--- config.mk ---
export PLATFORM = sky130hd
export DESIGN_NAME = lsv_sqrt
export DESIGN_NICKNAME = d
export VERILOG_FILES = /design/src/hdl/lsv_pkg.sv /design/src/hdl/lsv_sqrt.sv
export SDC_FILE = /design/constraint.sdc
export NUM_CORES = 1
export LEC_CHECK = 0
export BUFFER_PORTS_ARGS = -buffer_cell sky130_fd_sc_hd__clkbuf_2
export CAP_MARGIN = 20
export CORE_UTILIZATION = 40
export DETAILED_ROUTE_END_ITERATION = 8
export PLACE_DENSITY = 0.62
export REMOVE_ABC_BUFFERS = 1
export SETUP_SLACK_MARGIN = 0.4
export SLEW_MARGIN = 20
export SYNTH_ARGS = -nofsm -noshare
export SYNTH_HDL_FRONTEND = slang
export SYNTH_SLANG_ARGS = --single-unit
--- constraint.sdc ---
create_clock -name i_clk -period 17.1 [get_ports i_clk]
set_clock_uncertainty 0.1 [all_clocks]
set_input_delay 3.42 -clock i_clk [delete_from_list [all_inputs] [get_ports i_clk]]
set_output_delay 3.42 -clock i_clk [all_outputs]
set_load 0.02 [all_outputs]
--- src/hdl/lsv_pkg.sv ---
`timescale 1ns / 1ps
// shared types, constants and helpers for the normalized legendre value block
// used by lsv_sqrt and legendre_single_value; depends on nothing
package lsv_pkg;

    typedef logic [63:0] t_word;

    localparam t_word C0_Q40 = 64'd310166503690;
    localparam t_word VSAT   = 64'h0000_0FFF_FFFF_FFFF;
    localparam t_word MSAT   = 64'h0FFF_FFFF_FFFF_FFFF;
    localparam t_word ONE_60 = 64'h1000_0000_0000_0000;

    function automatic t_word mag(input t_word v);
        return v[63] ? t_word'(-v) : v;
    endfunction

    function automatic t_word vclamp(input t_word v);
        t_word r;
        r = v;
        if ($signed(v) > $signed(VSAT)) begin
            r = VSAT;
        end else if ($signed(v) < -$signed(VSAT)) begin
            r = t_word'(-VSAT);
        end
        return r;
    endfunction

endpackage

--- src/hdl/lsv_sqrt.sv ---
`timescale 1ns / 1ps
// floor(sqrt(num/den) * 2^40): bit-serial long division feeding a bitwise square root
// depends on lsv_pkg
module lsv_sqrt (
    input  logic          i_clk,
    input  logic          i_rst_n,
    input  logic          i_start,
    input  lsv_pkg::t_word i_num,
    input  lsv_pkg::t_word i_den,
    output logic          o_done,
    output lsv_pkg::t_word o_root
);

    localparam logic [2:0] SQ_IDLE  = 3'd0;
    localparam logic [2:0] SQ_DIV   = 3'd1;
    localparam logic [2:0] SQ_CLAMP = 3'd2;
    localparam logic [2:0] SQ_IPAIR = 3'd3;
    localparam logic [2:0] SQ_FB0   = 3'd4;
    localparam logic [2:0] SQ_FB1   = 3'd5;
    localparam logic [2:0] SQ_ROOT  = 3'd6;
    localparam logic [2:0] SQ_DONE  = 3'd7;

    logic [2:0]     r_state;
    logic [5:0]     r_cnt;
    lsv_pkg::t_word r_num;
    lsv_pkg::t_word r_den;
    lsv_pkg::t_word r_rem;
    lsv_pkg::t_word r_quo;
    logic [33:0]    r_ip;
    lsv_pkg::t_word r_acc;
    lsv_pkg::t_word r_root;
    logic [1:0]     r_pair;
    logic           r_done;

    logic           w_feed;
    logic [64:0]    w_remsh;
    logic           w_dge;
    logic [64:0]    w_remnx;
    logic [1:0]     w_pairin;
    lsv_pkg::t_word w_accsh;
    lsv_pkg::t_word w_trial;
    logic           w_rge;

    assign w_feed   = (r_state == SQ_DIV) ? r_num[63] : 1'b0;
    assign w_remsh  = {r_rem, w_feed};
    assign w_dge    = w_remsh >= {1'b0, r_den};
    assign w_remnx  = w_dge ? (w_remsh - {1'b0, r_den}) : w_remsh;
    assign w_pairin = (r_state == SQ_IPAIR) ? r_ip[33:32] : r_pair;
    assign w_accsh  = {r_acc[61:0], w_pairin};
    assign w_trial  = {r_root[61:0], 2'b01};
    assign w_rge    = w_accsh >= w_trial;

    always_ff @(posedge i_clk) begin
        if (!i_rst_n) begin
            r_state <= SQ_IDLE;
            r_cnt   <= '0;
            r_done  <= 1'b0;
        end else begin
            r_done <= 1'b0;
            case (r_state)
                SQ_IDLE: begin
                    if (i_start) begin
                        r_num   <= i_num;
                        r_den   <= i_den;
                        r_rem   <= '0;
                        r_quo   <= '0;
                        r_cnt   <= '0;
                        r_state <= SQ_DIV;
                    end
                end
                SQ_DIV: begin
                    r_rem <= w_remnx[63:0];
                    r_quo <= {r_quo[62:0], w_dge};
                    r_num <= {r_num[62:0], 1'b0};
                    r_cnt <= r_cnt + 6'd1;
                    if (r_cnt == 6'd63) begin
                        r_state <= SQ_CLAMP;
                    end
                end
                SQ_CLAMP: begin
                    r_ip    <= (|r_quo[63:34]) ? '1 : r_quo[33:0];
                    r_acc   <= '0;
                    r_root  <= '0;
                    r_cnt   <= '0;
                    r_state <= SQ_IPAIR;
                end
                SQ_IPAIR: begin
                    r_acc  <= w_rge ? (w_accsh - w_trial) : w_accsh;
                    r_root <= {r_root[62:0], w_rge};
                    r_ip   <= {r_ip[31:0], 2'b00};
                    r_cnt  <= r_cnt + 6'd1;
                    if (r_cnt == 6'd16) begin
                        r_state <= SQ_FB0;
                    end
                end
                SQ_FB0: begin
                    r_rem     <= w_remnx[63:0];
                    r_pair[1] <= w_dge;
                    r_state   <= SQ_FB1;
                end
                SQ_FB1: begin
                    r_rem     <= w_remnx[63:0];
                    r_pair[0] <= w_dge;
                    r_state   <= SQ_ROOT;
                end
                SQ_ROOT: begin
                    r_acc  <= w_rge ? (w_accsh - w_trial) : w_accsh;
                    r_root <= {r_root[62:0], w_rge};
                    r_cnt  <= r_cnt + 6'd1;
                    r_state <= (r_cnt == 6'd56) ? SQ_DONE : SQ_FB0;
                end
                SQ_DONE: begin
                    r_done  <= 1'b1;
                    r_state <= SQ_IDLE;
                end
                default: begin
                    r_state <= SQ_IDLE;
                end
            endcase
        end
    end

    assign o_done = r_done;
    assign o_root = r_root;

endmodule
==> flow_summary.yaml <==
critical_path:
  cp_slowest_cell: "buf_4"
  r2r_start: "r_state[0]"
  cp_cell_sequence: "inv_1, nor3_2, buf_4, nand2_1, ha_1, nand2b_1, a21oi_1, o21ai_1, o311a_1, o21bai_4, a31oi_4, o21ai_4, a31oi_4, o21ai_4, buf_4, nand2_1, o22ai_1"
  reg2reg_to: "r_rem[52]"
  crit_type: "reg -> reg"
  rrSetupSlack_ps: 10590
  reg2reg_depth: 17
  crit_arrival_ps: 6830
  worst_setup_path_start_kind: "register"
  critPathMaxFanout: 75
  cp_data_required_time_ps: 17430
  worstSetupStartpoint: "r_state[0]"
  endpoint_kind: "register"
  crit_path_max_incr_delay_ps: 850
  crit_path_end: "r_rem[52]"
logic_synthesis:
  yosysUniqueCellTypes: 85
  synth_area_leaders: "edfxtp_1, ha_1, nor2_1"
  synth_warnings: 0
  postSynthCellCount: 2346
  syn_area_sq_um: 25130
  syn_area_per_cell_sq_um: 10.71
  yosysSeqAreaShare: 0.5074
  yosys.area.top_type_share: 0.4995
  yosysTopAreaCell: "edfxtp_1"
  synth_edf_count: 418
  synthFlopType: "edfxtp_1"
  ys_ff_latch: 428
  synthArstFlopShare: 0
detailed_routing:
  routedWlPerCell_microns: 16.83
  routed_via_density: 5.336
  drc: 0
  first_pass_iters: 6
  vias: 18029
  ant_nets: 0
  drt-initial-drc-count: 1242
  wirelength_microns: 56870
clock_tree:
  cts_tree: "built"
  path_clk_slew_ps: 60
  clockRootBuffer: "clkbuf_16"
  cts-htree-levels: 2
  clock_latency_ps: 610
  cts_resized: 0
  post_cts_buffers: 0
  clockBufferDepth: 3
  cts_buffers: 48
  cts-hold-fix-buffers: 0
  cts_sinks: 428
sta:
  finalHoldViolCount: 0
  finalSetupViolations: 0
  tightestPinTransition_ps: 1067
  post-route-period-util: 0.3805
  slew_viol_final: 0
  timing.fmax_ghz: 0.1537
  slew_headroom: 0.2700
  tns_ps: 0
  min_period_ps: 6506
  rsz0062_at_grt: "no"
placed_design:
  place.gp.congestion: 0.9124
  dpl.hpwl_microns: 39890
  placedCellCount: 3291
  port-buffer-count: 195
cells_and_area:
  areaGrowthSynthToFinish_pct: 13.33
  fill_cells: 5891
  diodes: 0
  fin_nets: 2766
  drive_gt1_frac: 0.1672
  finalNonFillerCells: 3379
global_routing:
  track_usage: 0.1758
  grt_pass1_wl_microns: 91220
  grt_max_degree: 98
  antenna_found_initial: 3
  grt_overflow: 0
  grt_pass1_vias: 17835
power_and_ir_drop:
  p_leak_nw: 11.42
  power.density_nw_per_um2: 104.8
  peakVddDrop_v: 0.00007980
  power_mw: 2.985
run:
  max_cap_viol_count: 0
die:
  die_w_microns: 252.7
  start_util: 0.4057
  io_pins: 196
  die_area_sq_um: 63830
  core-area_sq_um: 61940
  rows: 91
  die_h_microns: 252.7
status:
  status: "completed"
worst_hold_path:
  min_path_type: "reg -> reg"
[placed cells by master, fill, tap and decap left out, drive strengths merged, types with 19 or more instances in the layout]
cell type | synthesis | routed
mux2i | 95 | 95
ha | 130 | 130
nor3 | 26 | 26
xnor2 | 80 | 80
nor4 | 19 | 19
edfxtp | 418 | 418
nand3 | 33 | 33
inv | 162 | 164
a211oi | 28 | 28
o21bai | 30 | 30
a21oi | 192 | 192
mux2 | 64 | 64
o21ai | 86 | 86
nand4 | 27 | 27
a21o | 43 | 43
and3 | 83 | 83
nor2 | 326 | 326
xor2 | 42 | 42
a31oi | 19 | 19
clkbuf | 80 | 252
buf | 26 | 19
nand2 | 138 | 138
[critical path, delay by kind of cell (launching register included)]
kind / cells / cell delay [ps]
and+or+nand+nor: 4 / 790
buffers and inverters: 3 / 1690
AOI/OAI and AO/OA: 9 / 2600
adders and majority gates: 1 / 220
DFF: 1 / 770
[metrics by stage]
step	area [sq um]	util	setup slack, ps	hold WS [ps]
global route	28480	0.4598	10150	448.1
CTS	28480	0.4598	10250	432.0
detailed placement	26770	0.4321	10220	425.9
floorplan	24550	-	2419	371.6
global placement	26770	0.4321	10380	384.4
finish	28480	0.4598	10590	436.5
[cell families after synthesis]
family          after synthesis  synth area share
buf+inv                     268           0.04740
flops                       428            0.5074
xor+xnor                    122           0.04252
fa+ha+maj                   131           0.06552
compound gates              510            0.1340
simple gates                728            0.1366
mux                         159           0.06651
[registers in the layout (all words and copies together) (netlist names)]
| register | count |
|---|---|
| o_root | 64 |
| r_den | 64 |
| r_num | 64 |
| r_quo | 64 |
| r_rem | 64 |
| r_acc | 62 |
| r_ip | 34 |
| r_cnt | 6 |
| r_state | 3 |
| r_pair | 2 |
| o_done | 1 |
[synth_stat cells (33+ instances only)]
cell type,instances
edfxtp_1,418
nor2_1,312
a21oi_1,190
inv_1,162
nand2_1,138
ha_1,130
mux2i_1,95
and3_1,83
clkbuf_1,80
xnor2_1,80
o21ai_0,76
mux2_2,64
a21o_1,43
xor2_1,42
nand3_1,33
[worst min-delay path by stage]
stage                     startpoint   endpoint  slack (ps)  cells after the start
after global routing       r_num[58]  r_num[59]         450                      1
final                       r_cnt[5]   r_cnt[5]         440                      2
after CTS                  r_num[58]  r_num[59]         430                      1
after global placement      r_cnt[5]   r_cnt[5]         380                      2
after detailed placement    r_cnt[5]   r_cnt[5]         430                      2
after floorplan             r_cnt[5]   r_cnt[5]         370                      2
[power by group]
part           internal [mW]  switching, mW  total, mW
clock network          0.680          0.438       1.12
registers               1.25         0.0412       1.29
logic                  0.232          0.344      0.576
[routing by layer]
layer / vias to the layer above / GRT usage / routed length, microns
li1: 8857 / - / -
met1: 8627 / 0.2323 / 25420
met2: 444 / 0.2876 / 26440
met3: 95 / 0.03677 / 3534
met4: 6 / 0.05489 / 1428
met5: - / 0 / 40
[final cells by class]
type                            count  area (sq um)  area share
Sequential cell                   428         12760      0.4479
Multi-Input combinational cell   1650         11240      0.3946
Clock buffer                       57          1256     0.04410
Timing Repair Buffer              214          1119     0.03927
Tap cell                          837          1047     0.03677
Inverter                          162         608.1     0.02135
Clock inverter                     31         456.7     0.01603
Power figures use the tool's default switching activity.
